<file path="config.mk">
export PLATFORM = sky130hd
export DESIGN_NAME = stepper_step_generator
export DESIGN_NICKNAME = d
export VERILOG_FILES = /design/src/rtl/core/ssg_pkg.sv /design/src/rtl/core/ssg_div.sv /design/src/rtl/core/stepper_step_generator.sv
export SDC_FILE = /design/constraint.sdc
export NUM_CORES = 1
export LEC_CHECK = 0
export ABC_AREA = 1
export BUFFER_PORTS_ARGS = -buffer_cell sky130_fd_sc_hd__buf_4
export CORE_MARGIN = 4
export CORE_UTILIZATION = 56
export DETAILED_ROUTE_END_ITERATION = 8
export PLACE_DENSITY_LB_ADDON = 0.3
export SLEW_MARGIN = 25
export SYNTH_ARGS = -nofsm -noshare
export SYNTH_HDL_FRONTEND = slang
export SYNTH_HIERARCHICAL = 1
export SYNTH_SLANG_ARGS = --single-unit
</file>
<file path="constraint.sdc">
create_clock -name clk -period 2.64 [get_ports clk]
set_clock_uncertainty 0.15 [all_clocks]
set_input_delay 0.264 -clock clk [delete_from_list [all_inputs] [get_ports clk]]
set_output_delay 0.264 -clock clk [all_outputs]
set_load 0.03 [all_outputs]
</file>
<file path="src/rtl/core/ssg_pkg.sv">
`default_nettype none
package ssg_pkg;

  localparam int unsigned TIMEOUT_W = 20;
  localparam int unsigned NUM_W     = 17;
  localparam int unsigned SPEED_W   = 8;
  localparam int unsigned ID_W      = 8;
  localparam int unsigned OP_W      = 2;
  localparam int unsigned CFG_IDX_W = 2;
  localparam int unsigned CFG_DAT_W = 20;

  localparam logic [OP_W-1:0] OP_TICK   = 2'd0;
  localparam logic [OP_W-1:0] OP_CMD    = 2'd1;
  localparam logic [OP_W-1:0] OP_SWITCH = 2'd2;

  localparam logic [ID_W-1:0] ID_FORWARD = 8'h54;
  localparam logic [ID_W-1:0] ID_REVERSE = 8'h55;

  localparam logic [CFG_IDX_W-1:0] REG_TIMEOUT   = 2'd0;
  localparam logic [CFG_IDX_W-1:0] REG_NUMERATOR = 2'd1;
  localparam logic [CFG_IDX_W-1:0] REG_INVERT    = 2'd2;

  localparam logic [TIMEOUT_W-1:0] TIMEOUT_RST   = 20'd500000;
  localparam logic [NUM_W-1:0]     NUMERATOR_RST = 17'd100000;

  typedef enum logic [1:0] {
    ST_IDLE,
    ST_DIV,
    ST_RESULT
  } state_t;

endpackage
`default_nettype wire

</file>
<file path="src/rtl/core/ssg_div.sv">
`default_nettype none
// Restoring divider, one quotient bit per cycle.
module ssg_div (
  input  wire logic                        clk,
  input  wire logic                        rst_n,
  input  wire logic                        start,
  input  wire logic [ssg_pkg::NUM_W-1:0]   dividend,
  input  wire logic [ssg_pkg::SPEED_W-1:0] divisor,
  output logic                             done,
  output logic [ssg_pkg::NUM_W-1:0]        quotient
);

  localparam int unsigned CNT_W = $clog2(ssg_pkg::NUM_W);
  localparam logic [CNT_W-1:0] LAST = CNT_W'(ssg_pkg::NUM_W - 1);

  logic                        busy_r, busy_nxt;
  logic                        done_r, done_nxt;
  logic [CNT_W-1:0]            cnt_r, cnt_nxt;
  logic [ssg_pkg::SPEED_W-1:0] rem_r, rem_nxt;
  logic [ssg_pkg::SPEED_W-1:0] dvs_r, dvs_nxt;
  logic [ssg_pkg::NUM_W-1:0]   quo_r, quo_nxt;
  logic [ssg_pkg::SPEED_W:0]   rem_shift;
  logic [ssg_pkg::SPEED_W:0]   rem_diff;
  logic                        fits;

  assign rem_shift = {rem_r, quo_r[ssg_pkg::NUM_W-1]};
  assign rem_diff  = rem_shift - {1'b0, dvs_r};
  assign fits      = rem_shift >= {1'b0, dvs_r};

  always_comb begin
    busy_nxt = busy_r;
    done_nxt = 1'b0;
    cnt_nxt  = cnt_r;
    rem_nxt  = rem_r;
    dvs_nxt  = dvs_r;
    quo_nxt  = quo_r;
    if (start) begin
      busy_nxt = 1'b1;
      cnt_nxt  = '0;
      rem_nxt  = '0;
      dvs_nxt  = divisor;
      quo_nxt  = dividend;
    end else if (busy_r) begin
      // remainder stays below the divisor, so it fits back in SPEED_W bits
      rem_nxt = fits ? rem_diff[ssg_pkg::SPEED_W-1:0] : rem_shift[ssg_pkg::SPEED_W-1:0];
      quo_nxt = {quo_r[ssg_pkg::NUM_W-2:0], fits};
      cnt_nxt = cnt_r + CNT_W'(1);
      if (cnt_r == LAST) begin
        busy_nxt = 1'b0;
        done_nxt = 1'b1;
      end
    end
  end

  always_ff @(posedge clk) begin
    if (!rst_n) begin
      busy_r <= 1'b0;
      done_r <= 1'b0;
      cnt_r  <= '0;
    end else begin
      busy_r <= busy_nxt;
      done_r <= done_nxt;
      cnt_r  <= cnt_nxt;
    end
  end

  always_ff @(posedge clk) begin
    rem_r <= rem_nxt;
    dvs_r <= dvs_nxt;
    quo_r <= quo_nxt;
  end

  assign done     = done_r;
  assign quotient = quo_r;

endmodule
`default_nettype wire

</file>
<file path="src/rtl/core/stepper_step_generator.sv">
`default_nettype none
// Step/direction pulse generator for a stepper driver. Each request is a
// microsecond tick, a speed command or a limit-switch change, and each yields
// one result with the pin levels and run/blocked status after the event.
// Ticks, switch changes, unknown ids and stop commands are accepted, then their
// result is presented. A forward/reverse command with nonzero speed recomputes
// the half-period (numerator / speed) on a restoring divider, one quotient bit
// per cycle. The steps are: accept, 17 divide steps, load the quotient and
// present the result.
// The input is not ready until the previous result has been taken.
// Configuration writes are always accepted; write them only while idle.
module stepper_step_generator #(
  parameter int unsigned COUNT_WIDTH = 20
) (
  input  wire logic                           clk,
  input  wire logic                           rst_n,
  input  wire logic                           in_valid,
  output logic                                in_ready,
  input  wire logic [ssg_pkg::OP_W-1:0]       in_operation,
  input  wire logic [ssg_pkg::ID_W-1:0]       in_message_id_low,
  input  wire logic [ssg_pkg::SPEED_W-1:0]    in_speed_byte,
  input  wire logic                           in_switch_level,
  output logic                                out_valid,
  input  wire logic                           out_ready,
  output logic                                out_step_level,
  output logic                                out_direction_level,
  output logic                                out_running,
  output logic                                out_blocked,
  input  wire logic                           cfg_valid,
  output logic                                cfg_ready,
  input  wire logic [ssg_pkg::CFG_IDX_W-1:0]  cfg_index,
  input  wire logic [ssg_pkg::CFG_DAT_W-1:0]  cfg_data
);

  localparam int unsigned CMP_W =
    (COUNT_WIDTH > ssg_pkg::TIMEOUT_W) ? COUNT_WIDTH : ssg_pkg::TIMEOUT_W;
  localparam logic [COUNT_WIDTH-1:0] WD_MAX = '1;

  ssg_pkg::state_t state_r, state_nxt;

  logic [ssg_pkg::TIMEOUT_W-1:0] timeout_r;
  logic [ssg_pkg::NUM_W-1:0]     numerator_r;
  logic                          invert_r;

  logic [ssg_pkg::SPEED_W-1:0] speed_r, speed_nxt;
  logic                        rev_r, rev_nxt;
  logic [ssg_pkg::NUM_W-1:0]   hp_r, hp_nxt;
  logic [ssg_pkg::NUM_W-1:0]   intv_r, intv_nxt;
  logic [COUNT_WIDTH-1:0]      wd_r, wd_nxt;
  logic                        step_r, step_nxt;
  logic                        dir_r, dir_nxt;
  logic                        limit_r, limit_nxt;

  logic [COUNT_WIDTH-1:0]    wd_inc;
  logic                      run_tick, blk_tick;
  logic                      run_now;
  logic                      div_start, div_done;
  logic [ssg_pkg::NUM_W-1:0] div_quotient;

  ssg_div u_div (
    .clk      (clk),
    .rst_n    (rst_n),
    .start    (div_start),
    .dividend (numerator_r),
    .divisor  (in_speed_byte),
    .done     (div_done),
    .quotient (div_quotient)
  );

  assign wd_inc   = (wd_r == WD_MAX) ? wd_r : wd_r + COUNT_WIDTH'(1);
  assign run_tick = (speed_r != '0) && (CMP_W'(wd_inc) <= CMP_W'(timeout_r));
  assign blk_tick = run_tick && limit_r && (rev_r == invert_r);
  assign run_now  = (speed_r != '0) && (CMP_W'(wd_r) <= CMP_W'(timeout_r));

  assign in_ready            = (state_r == ssg_pkg::ST_IDLE);
  assign out_valid           = (state_r == ssg_pkg::ST_RESULT);
  assign out_step_level      = step_r;
  assign out_direction_level = dir_r;
  assign out_running         = run_now;
  assign out_blocked         = run_now && limit_r && (rev_r == invert_r);
  assign cfg_ready           = 1'b1;

  always_comb begin
    state_nxt = state_r;
    speed_nxt = speed_r;
    rev_nxt   = rev_r;
    hp_nxt    = hp_r;
    intv_nxt  = intv_r;
    wd_nxt    = wd_r;
    step_nxt  = step_r;
    dir_nxt   = dir_r;
    limit_nxt = limit_r;
    div_start = 1'b0;
    case (state_r)
      ssg_pkg::ST_IDLE: begin
        if (in_valid) begin
          state_nxt = ssg_pkg::ST_RESULT;
          case (in_operation)
            ssg_pkg::OP_TICK: begin
              wd_nxt = wd_inc;
              if (run_tick) begin
                if (blk_tick) begin
                  intv_nxt = '0;
                end else if (intv_r == '0) begin
                  dir_nxt  = ~rev_r;
                  step_nxt = ~step_r;
                  intv_nxt = (hp_r == '0) ? '0 : hp_r - ssg_pkg::NUM_W'(1);
                end else begin
                  intv_nxt = intv_r - ssg_pkg::NUM_W'(1);
                end
              end
            end
            ssg_pkg::OP_CMD: begin
              wd_nxt = '0;
              if (in_message_id_low inside {ssg_pkg::ID_FORWARD, ssg_pkg::ID_REVERSE}) begin
                speed_nxt = in_speed_byte;
                rev_nxt   = (in_message_id_low == ssg_pkg::ID_REVERSE);
                intv_nxt  = '0;
                if (in_speed_byte != '0) begin
                  div_start = 1'b1;
                  state_nxt = ssg_pkg::ST_DIV;
                end else begin
                  hp_nxt = '0;
                end
              end
            end
            ssg_pkg::OP_SWITCH: begin
              limit_nxt = in_switch_level;
            end
            default: begin
            end
          endcase
        end
      end
      ssg_pkg::ST_DIV: begin
        if (div_done) begin
          hp_nxt    = div_quotient;
          state_nxt = ssg_pkg::ST_RESULT;
        end
      end
      ssg_pkg::ST_RESULT: begin
        if (out_ready) begin
          state_nxt = ssg_pkg::ST_IDLE;
        end
      end
      default: begin
        state_nxt = ssg_pkg::ST_IDLE;
      end
    endcase
  end

  always_ff @(posedge clk) begin
    if (!rst_n) begin
      state_r     <= ssg_pkg::ST_IDLE;
      timeout_r   <= ssg_pkg::TIMEOUT_RST;
      numerator_r <= ssg_pkg::NUMERATOR_RST;
      invert_r    <= 1'b0;
      speed_r     <= '0;
      rev_r       <= 1'b0;
      hp_r        <= '0;
      intv_r      <= '0;
      wd_r        <= '0;
      step_r      <= 1'b0;
      dir_r       <= 1'b0;
      limit_r     <= 1'b0;
    end else begin
      state_r <= state_nxt;
      speed_r <= speed_nxt;
      rev_r   <= rev_nxt;
      hp_r    <= hp_nxt;
      intv_r  <= intv_nxt;
      wd_r    <= wd_nxt;
      step_r  <= step_nxt;
      dir_r   <= dir_nxt;
      limit_r <= limit_nxt;
      if (cfg_valid) begin
        case (cfg_index)
          ssg_pkg::REG_TIMEOUT:   timeout_r   <= cfg_data[ssg_pkg::TIMEOUT_W-1:0];
          ssg_pkg::REG_NUMERATOR: numerator_r <= cfg_data[ssg_pkg::NUM_W-1:0];
          ssg_pkg::REG_INVERT:    invert_r    <= cfg_data[0];
          default: begin
          end
        endcase
      end
    end
  end

endmodule
`default_nettype wire

</file>
==> qor.yml, run 1 <==
status:
  status: "finished with violations"
  violations: "hold timing, setup timing"
power:
  power_switching_mw: 1.53
  switching_share_pct: 28.0
  p_comb_share_pct: 13.0
  pwr-share-seq_pct: 42.7
  p_leak_nw: 5.28
  powerDensity_nw_per_um2: 486
  p_int_mw: 3.93
  clock_power_share_pct: 44.3
  max-vdd-ir-drop_mv: 0.408
critical_path:
  critPathSlowestCell: "dfxtp_1"
  crit_arrival_ps: 3520
  max_stage_delay_ps: 420
  path_max_fanout: 4
  cp_top_family: "simple AND/OR/NAND/NOR gates"
  cp.buffers_inverters: 6
  cp.depth: 22
  cp_common_cell: "nand2_1"
  path_cells: "inv_1, nor3_4, buf_4, nand3_4, xor2_2, nand2_1, ha_1, nand2_2, inv_2, nand2_1, nand2_1, a21oi_2, nand3_2, nand2_2, nand2_4, buf_4, buf_6, inv_4, nand2_4, nand2_2, nand2_1, nor2_1"
  critical_path_class: "flip-flop to flip-flop"
  endpoint_kind: "flip-flop"
  reg2reg_depth: 22
  critPathRequiredTime_ps: 2860
  critPathLaunchType: "flip-flop"
layout:
  drive_above_1_share_pct: 20.6
  area_growth_pct: 28.0
  nets: 1521
  num_antenna_cells: 0
  fin_area_sq_um: 11200
  final_util_pct: 73.6
timing:
  worstMarginPinSlew_ps: 702
  relSlewSlack_pct: 53.2
  setup_ws_ps: -657
  grt_setup_unrepaired: "yes"
  fmax_mhz: 303
  period_minus_slack_ps: 3300
  timing.hold.ws_ps: -5.89
  slew_viol_final: 0
  setup-violations-final: 21
  finalCritPeriodShare_pct: 125
  hold_viol: 1
floorplan:
  fp.dieW_um: 133
  core_area_sq_um: 15300
  rows: 45
  ios: 53
  initial_core_util_pct: 57.5
  fp.dieH_um: 133
  die-area_sq_um: 17700
synth:
  yosysUniqueCellTypes: 47
  yosysMostFrequentCell: "nand2_1"
  seq_area_frac_synth_pct: 36.1
  ys_warn_count: 6
  ys_top_cells_by_area: "dfxtp_1 28%, nand2_1 17%, edfxtp_1 8.6%"
  async_flop_share_pct: 0
  syn_area_per_cell_sq_um: 6.92
  synth.ff_latch_count: 146
  synth_commonest_cells: "395 x nand2_1, 133 x inv_1, 133 x nor2_1"
  synth_top_cell_area_share_pct: 27.6
  synth_ff_type: "dfxtp_1"
  synth_nets: 1368
  netlist_area_sq_um: 8780
  yosys.area.top_type: "dfxtp_1"
  synth_edf_count: 25
  synthCells: 1268
routing:
  drt_wl_total_mm: 27.0
  firstDrtPassIters: 6
  wl_per_cell_um: 16.4
  drt_iter0_drc: 910
  vias_per_cell: 5.60
  route.detailed.drc: 0
  drtAntennaViolNets: 0
  dr_total_vias: 9212
global_routing:
  grt_pass1_wl_mm: 40.3
  gr-usage-all-layers_pct: 27.7
  grt_pass1_vias: 8442
  antenna_found_initial: 0
  grt-ovfl-total: 0
  grt_max_degree: 61
placement:
  portBuffers: 51
  place_congestion: 0.976
  place_ws_ps: -461
  hpwl_mm: 17.2
  placed_area_sq_um: 9840
clocking:
  cts.htree.levels: 4
  cts_max_path_buffers: 2
  cts_tree: "built"
  numCtsBuffers: 17
  cts.clk_slew.worst_paths_ps: 70
  numClockSinks: 146
  clk_latency_ps: 440
  cts_root_buffer: "clkbuf_16"
run:
  maxCapViolCount: 0
worst_hold_path:
  worstHoldPathType: "input pin to flip-flop"
  min_path_cells: 3
[cell type report]
type / instances / area, sq um
clock buffers: 18 / 439
clock inverters: 14 / 145
fillers: 1105 / 4030
inverters: 142 / 536
multi-input cells: 946 / 5240
flip-flops and latches: 146 / 3190
well taps: 211 / 264
repair buffers: 168 / 1420
[tightest hold or removal path: cells and delay by family]
kind                   cells  cell delay [ps]
buffers and inverters      1               90
AO/OA/AOI/OAI              1              100
AND/OR/NAND/NOR            1               90
[cell usage in the layout, fill, tap and decap left out, types with 6 or more instances in the layout]
cell / netlist / layout
a21oi_1: 110 / 101
a21oi_2: 1 / 10
buf_4: 6 / 131
clkbuf_16: 0 / 19
dfxtp_1: 121 / 113
dfxtp_2: 0 / 6
dlygate4sd3_1: 0 / 29
edfxtp_1: 25 / 25
ha_1: 53 / 50
inv_1: 133 / 131
inv_2: 6 / 7
nand2_1: 395 / 366
nand2_2: 7 / 30
nand2_4: 2 / 8
nand3_1: 70 / 66
nand3_2: 5 / 8
nand3b_1: 7 / 7
nand4_1: 16 / 16
nor2_1: 133 / 121
nor2_2: 12 / 20
nor2_4: 3 / 7
nor3_1: 13 / 10
nor3_4: 1 / 6
o211ai_1: 9 / 9
o21ai_0: 40 / 38
xnor2_1: 8 / 8
xor2_1: 26 / 25
[path summary, 6_finish.rpt]
path | startpoint | endpoint | slack [ps]
max | wd_r[10] | out_direction_level | -660
min | cfg_data[3] | numerator_r[3] | -6
max reg2reg | wd_r[10] | out_direction_level | -660
min reg2reg | limit_r | limit_r | 320
[kinds of logic (layout without fill, tap and decap cells)]
kind of cell | Yosys count | after routing | share of synthesized area (%)
compound gates | 175 | 175 | 10.8
fa+ha+maj | 54 | 54 | 7.78
xor+xnor | 34 | 34 | 3.39
other cells | 1 | 1 | 0.0427
flops | 146 | 146 | 36.1
buf+inv | 177 | 342 | 8.21
simple gates | 681 | 682 | 33.6
[layer usage]
layer  track usage (%)  vias to the layer above  part of all wire (%)
met5                 0                        -                     0
met4              12.9                        0                   4.9
met3              4.42                      113                   6.5
met2              48.1                      444                    48
met1              33.9                     4262                    40
li1                  -                     4393                     -
[power groups by stage]
stage / logic, mW / registers, mW / clock network [mW]
2_1_floorplan: 0.422 / 2.37 / 0
3_3_place_gp: 0.587 / 2.38 / 0
3_5_place_dp: 0.597 / 2.38 / 0
4_1_cts: 0.652 / 2.33 / 2.40
5_1_grt: 0.777 / 2.34 / 2.53
6_report: 0.708 / 2.33 / 2.42
[flip-flops by register name, summed over array words and instances, names as in the netlist]
| register | count |
|---|---|
| u_div/rem_r | 8 |
| state_r | 2 |
| u_div/cnt_r | 5 |
| u_div/busy_r | 1 |
| intv_r | 17 |
| invert_r | 1 |
| hp_r | 17 |
| timeout_r | 20 |
| u_div/quotient | 17 |
| limit_r | 1 |
| numerator_r | 17 |
| u_div/done | 1 |
| out_step_level | 1 |
| speed_r | 8 |
| u_div/dvs_r | 8 |
| rev_r | 1 |
| out_direction_level | 1 |
| wd_r | 20 |
[per-stage QoR]
step	TNS, ps	cells	total power [mW]
final	-12800	1645	5.46
after global routing	-15610	1645	5.65
after CTS	-8340	1632	5.39
after detailed placement	-8130	1563	2.98
after global placement	-6350	1563	2.97
after floorplan	-895	1268	2.80
[what timing repair did]
item | 4_1_cts | 5_1_grt
gates resized for setup | 22 | 63
endpoints found under the hold margin | 48 | 0
buffers inserted | 8 | 9
setup endpoints to repair | 21 | 21
pin swaps | 11 | 25
hold buffers | 29 | 0
gates cloned | 0 | 4
Note: power is estimated with default switching activity, not from simulation.
==> inputs of run 2 (changes only) <==
--- a/config.mk
+++ b/config.mk
@@ -11,6 +11,7 @@
 export CORE_UTILIZATION = 56
 export DETAILED_ROUTE_END_ITERATION = 8
 export PLACE_DENSITY_LB_ADDON = 0.3
+export REMOVE_ABC_BUFFERS = 1
 export SLEW_MARGIN = 25
 export SYNTH_ARGS = -nofsm -noshare
 export SYNTH_HDL_FRONTEND = slang
==> run 2 against run 1 <==
Net effect: critical path depth is the same; critical path type unchanged; sequential cell count unchanged; critical endpoint is now intv_r[13]; die area stayed put; non-clock buffer count grew 2; worst setup slack improved by 38 ps; the run ends with setup timing left; via count shrank 4.2%; sequential power barely moved; cell count up 0.12%; worst hold slack improved by 11 ps; combinational power is 2% lower; clock-buffer cell count stayed put.
==> qor.yml, run 2 (synthesis gave the netlist of run 1 again) <==
placement:
  place_ws_ps: -659  # -198 ps
  numPlacedInstances: 1568  # +0.32%
  place_congestion: 0.952  # -2.4%
  hpwl_mm: 17.0  # -1.2%
  placed_area_sq_um: 9830  # -0.18%
  portBuffers: 51  # unchanged
run:
  maxCapViolCount: 0  # unchanged
global_routing:
  busiest_layer: "met2"
  grtUsageMet1_pct: 31.7  # -2.2 points
  grt_pass1_wl_mm: 41.1  # +2.1%
  grt_max_degree: 43  # -30%
  globalRouteMet2Util_pct: 51.7  # +3.7 points
  grt-ovfl-total: 0  # unchanged
  grt_pass1_vias: 8735  # +3.5%
  antenna_found_initial: 0  # unchanged
  gr-usage-all-layers_pct: 28.1  # +0.40 points
  met3_usage_pct: 3.93  # -0.49 points
power:
  power_switching_mw: 1.41  # -7.6%
  power_mw: 5.57  # +2.0%
  p_comb_share_pct: 12.5  # -0.5 points
  switching_share_pct: 25.4  # -2.6 points
  clock_power_share_pct: 45.6  # +1.3 points
  pwr-share-seq_pct: 42.0  # -0.7 points
  max-vdd-ir-drop_mv: 0.480  # +18%
  p_leak_nw: 5.27  # -0.18%
  powerDensity_nw_per_um2: 491  # +1.1%
  p_int_mw: 4.15  # +5.7%
clocking:
  cts_root_buffer: "clkbuf_16"
  cts.clk_slew.worst_paths_ps: 60  # about the same
  numClockSinks: 146  # unchanged
  clk_latency_ps: 430  # about the same
  cts.htree.levels: 4  # unchanged
  cts_max_path_buffers: 2  # unchanged
  numCtsBuffers: 17  # unchanged
  cts_tree: "built"
timing:
  setup-violations-final: 21  # unchanged
  slew_viol_final: 0  # unchanged
  period_minus_slack_ps: 3260  # -38.0 ps
  relSlewSlack_pct: 43.1  # -10 points
  grt_setup_unrepaired: "yes"
  finalCritPeriodShare_pct: 123  # -1.4 points
  tns_ps: -11070  # +1740 ps
  fmax_mhz: 307  # +1.2%
  setup_ws_ps: -619  # +38.0 ps
  timing.hold.ws_ps: 5.43  # +11.3 ps
  hold_viol: 0  # -1
  worstMarginPinSlew_ps: 853  # +151 ps
floorplan:
  ios: 53  # unchanged
  fp.dieW_um: 133  # unchanged
  fp.dieH_um: 133  # unchanged
  core_area_sq_um: 15300  # unchanged
  rows: 45  # unchanged
  initial_core_util_pct: 57.5  # unchanged
  die-area_sq_um: 17700  # unchanged
layout:
  final_common_cell: "nand2_1"
  drive_above_1_share_pct: 20.1  # -0.52 points
  reg_top3: "timeout_r x20, wd_r x20"
  seq_area_sq_um: 3190  # about the same
  final_util_pct: 74.2  # +0.61 points
  num_antenna_cells: 0  # unchanged
  layoutNonFillerInstCount: 1647  # +0.12%
  area_growth_pct: 29.0
  nets: 1523  # +0.13%
  fin_area_sq_um: 11300  # +0.84%
  final_cell_mix: "377 x nand2_1, 130 x inv_1, 127 x buf_4, 124 x nor2_1, 110 x dfxtp_1"
  multi_input_area_sq_um: 5250  # +0.14%
  nFillCells: 1140  # +3.2%
critical_path:
  critPathRequiredTime_ps: 2810  # -50 ps
  endpoint_kind: "flip-flop"
  critPathLaunchType: "flip-flop"
  crit_arrival_ps: 3430  # -90 ps
  critical_path_class: "flip-flop to flip-flop"
  path_max_fanout: 5  # +1
routing:
  drtAntennaViolNets: 0  # unchanged
  drt_iter0_drc: 572  # -37%
  firstDrtPassIters: 5  # -1
  vias_per_cell: 5.36  # -4.3%
  drt_wl_total_mm: 24.8  # -8.4%
  dr_total_vias: 8822  # -4.2%
  route.detailed.drc: 0  # unchanged
  wl_per_cell_um: 15.0  # -8.5%
status:
  status: "finished with violations"
  violations: "setup timing"
worst_hold_path:
  worstHoldPathType: "input pin to flip-flop"
## run 2: cell count changes in the layout (fill, tap and decap cells not counted), moves of 4 or more
cell	before	now
buf_4	131	127
nand2_1	366	377
nor2_2	20	16
nand2_2	30	21
dfxtp_2	6	11
## run 2: area by class of cell
type                       instances  area share (%)
timing repair buffer             170            13.0
clock buffer                      18            3.79
inverter                         142            4.74
sequential                       146            28.1
multi-input combinational        946            46.4
tap                              211            2.33
clock inverter                    14            1.66
## run 2: per-layer routing
layer	share of wire, %	routed length, um
met1	39	9720
met2	52	12900
met3	3.9	973
met4	4.9	1220
met5	0	0
## run 2: power groups by stage
| stage | Clock, mW | Combinational [mW] | Sequential (mW) |
|---|---|---|---|
| finish | 2.54 | 0.694 | 2.34 |
| global route | 2.65 | 0.772 | 2.34 |
| CTS | 2.56 | 0.665 | 2.33 |
| detailed placement | 0 | 0.595 | 2.38 |
| global placement | 0 | 0.584 | 2.38 |
| floorplan | 0 | 0.395 | 2.37 |
## run 2: worst paths after layout
path / slack (ps) / endpoint / cells after the start / from
max: -620 / intv_r[13] / 22 / wd_r[1]
min: 5 / numerator_r[1] / 3 / cfg_data[1]
max reg2reg: -620 / intv_r[13] / 22 / wd_r[1]
min reg2reg: 300 / limit_r / 2 / limit_r
## run 2: critical path, cell delays in order (launching register included)
cell and delay [ps]:
dfxtp_2 360, ha_4 150, nand2_4 60, nor3_4 190, buf_6 150, buf_6 90, nand3_2 50, xor2_1 160
nand2_1 100, ha_1 310, nand2_2 90, inv_1 50, nand2_1 80, nand2_1 70, a21oi_2 240, nand3_2 130
nand2_4 110, nand2_4 60, nand2_4 100, nand2_8 100, clkbuf_16 190, a21oi_2 90, nor2_1 50
## run 2: what timing repair did
item                                    4_1_cts  5_1_grt
hold buffers                                 31        0
buffers inserted                              7        5
cloned                                        3        1
endpoints found under the setup margin       21       21
gates resized for setup                      69       28
pin swaps                                    23       29
endpoints found under the hold margin        46        0
==> inputs of run 3 (changes only) <==
--- a/config.mk
+++ b/config.mk
@@ -7,7 +7,7 @@
 export LEC_CHECK = 0
 export ABC_AREA = 1
 export BUFFER_PORTS_ARGS = -buffer_cell sky130_fd_sc_hd__buf_4
-export CORE_MARGIN = 4
+export CORE_MARGIN = 3
 export CORE_UTILIZATION = 56
 export DETAILED_ROUTE_END_ITERATION = 8
 export PLACE_DENSITY_LB_ADDON = 0.3
==> run 3 against run 2 <==
Net effect: the run still ends with setup timing left; combinational power shrank 2%; core utilization is 0.84 points lower; critical endpoint is now intv_r[9]; register-to-register slack better by 120 ps; via count up 0.35%; die area shrank 3.0%; worst setup slack improved by 120 ps; non-clock buffer count down 3; wire length shrank 1.5%; global-route usage fell by 1.1 points.
==> qor.yml, run 3 (synthesis gave the netlist of run 1 again) <==
global_routing:
  grt-ovfl-total: 0  # unchanged
  grt_pass1_vias: 8492  # -2.8%
  antenna_found_initial: 0  # unchanged
  grt_max_degree: 42  # -2.3%
  grt_pass1_wl_mm: 39.1  # -4.9%
  gr-usage-all-layers_pct: 27.1  # -1.1 points
floorplan:
  rows: 45  # unchanged
  initial_core_util_pct: 57.5  # unchanged
  core_area_sq_um: 15300  # unchanged
  die-area_sq_um: 17200  # -3.0%
  fp.dieW_um: 131  # -1.5%
  ios: 53  # unchanged
  fp.dieH_um: 131  # -1.5%
layout:
  final_util_pct: 73.4  # -0.84 points
  area_growth_pct: 27.6
  final_cell_mix: "380 x nand2_1, 130 x inv_1, 127 x buf_4, 122 x nor2_1, 114 x dfxtp_1"
  drive_above_1_share_pct: 19.2  # -0.88 points
  reg_top3: "timeout_r x20, wd_r x20"
  final_common_cell: "nand2_1"
  num_antenna_cells: 0  # unchanged
  nets: 1521  # -0.13%
critical_path:
  crit_start: "wd_r[1]"
  cp_common_cell: "nand2_4"
  max_stage_delay_ps: 350  # about the same
  reg2reg_from: "wd_r[1]"
  path_cells: "ha_4, nand2_4, nor3_2, buf_4, buf_6, nand4_1, xor2_1, nand2_1, ha_1, nand2_2, nor2_4, nand2_2, nor2_2, nand4_1, nand2_4, nand2_4, nand2_4, nand2_8, clkbuf_16, a21oi_1, nor2_1"
  crit_arrival_ps: 3300  # -130 ps
  critPathLaunchType: "flip-flop"
  critPathRequiredTime_ps: 2800  # about the same
  path_max_fanout: 5  # unchanged
  critical_path_class: "flip-flop to flip-flop"
  cp.depth: 21  # -4.5%
  cp_top_family: "simple AND/OR/NAND/NOR gates"
  reg2reg_depth: 21  # -4.5%
  cp.buffers_inverters: 3  # -1
  critPathSlowestCell: "dfxtp_2"
  endpoint_kind: "flip-flop"
placement:
  place_ws_ps: -566  # +93.3 ps
  hpwl_mm: 16.5  # -2.7%
  portBuffers: 51  # unchanged
  place_congestion: 0.924  # -3.0%
routing:
  wl_per_cell_um: 14.8  # -1.4%
  firstDrtPassIters: 5  # unchanged
  drtAntennaViolNets: 0  # unchanged
  drt_wl_total_mm: 24.4  # -1.5%
  drt_iter0_drc: 638  # +12%
  dr_total_vias: 8853  # +0.35%
  vias_per_cell: 5.38  # +0.47%
  route.detailed.drc: 0  # unchanged
timing:
  fmax_mhz: 319  # +3.8%
  tns_ps: -9060  # +2010 ps
  relSlewSlack_pct: 50.2  # +7.1 points
  hold_viol: 0  # unchanged
  grt_setup_unrepaired: "yes"
  worstMarginPinSlew_ps: 747  # -106 ps
  period_minus_slack_ps: 3140  # -121 ps
  setup-violations-final: 21  # unchanged
  slew_viol_final: 0  # unchanged
  finalCritPeriodShare_pct: 119  # -4.6 points
  setup_ws_ps: -498  # +121 ps
status:
  violations: "setup timing"
  status: "finished with violations"
clocking:
  cts_tree: "built"
  numClockSinks: 146  # unchanged
  cts_root_buffer: "clkbuf_16"
  numCtsBuffers: 17  # unchanged
  clk_latency_ps: 420  # about the same
  cts.clk_slew.worst_paths_ps: 60  # about the same
  cts.htree.levels: 4  # unchanged
  cts_max_path_buffers: 2  # unchanged
power:
  powerDensity_nw_per_um2: 494  # +0.52%
  p_leak_nw: 5.21  # -1.0%
  max-vdd-ir-drop_mv: 0.446  # -7.0%
  power_mw: 5.53  # -0.63%
worst_hold_path:
  min_path_cells: 3  # unchanged
  min_from: "cfg_data[11]"
  worstHoldPathType: "input pin to flip-flop"
run:
  maxCapViolCount: 0  # unchanged
==> run 3: cell types whose count changed in the layout (fill, tap and decap cells not counted), sizes merged <==
| cell | change |
|---|---|
| clkinvlp | -1 |
| inv | -1 |
| dlygate4sd3 | +1 |
| buf | -4 |
| clkbuf | +2 |
| nand2 | +1 |
==> run 3: worst min-delay path: stages <==
cell and delay (ps):
buf_4 110, o21ai_0 90, nor2_1 80
==> run 3: cell type report <==
class                           instances  area [sq um]
Clock inverter                         12           164
Inverter                              142           539
Timing Repair Buffer                  167          1400
Sequential cell                       146          3180
Fill cell                            1149          4060
Tap cell                              211           264
Clock buffer                           20           447
Multi-Input combinational cell        947          5210
==> run 3: repair_timing <==
item	in CTS	in global routing
resized for setup	44	40
setup endpoints to repair	21	22
setup buffers	14	5
hold buffers	32	0
pin swaps	20	27
hold endpoints to repair	48	0
gates cloned	0	4
==> run 3: per-stage QoR <==
stage                     hold WS, ps  instances  cell area [sq um]
after floorplan                   198       1233               8590
after global placement            285       1563               9780
after detailed placement          295       1563               9780
after CTS                        1.19       1641              11000
after global routing             29.2       1645              11200
final                            13.5       1645              11200
==> run 3: metal layers <==
metal	global-route usage (%)	vias to the layer above	part of all wire (%)
met1	30.7	4121	40
li1	-	4403	-
met5	0	-	0
met2	50.9	258	52
met3	4.63	71	4.6
met4	9.74	0	3.0
==> run 3: final timing paths <==
| kind | to | slack (ps) |
|---|---|---|
| max | intv_r[9] | -500 |
| min | numerator_r[11] | 10 |
| max reg2reg | intv_r[9] | -500 |
| min reg2reg | limit_r | 310 |
==> run 3: where the power goes <==
group	switching, mW	internal [mW]
sequential	0.0299	2.31
combinational	0.416	0.267
clock	0.920	1.59
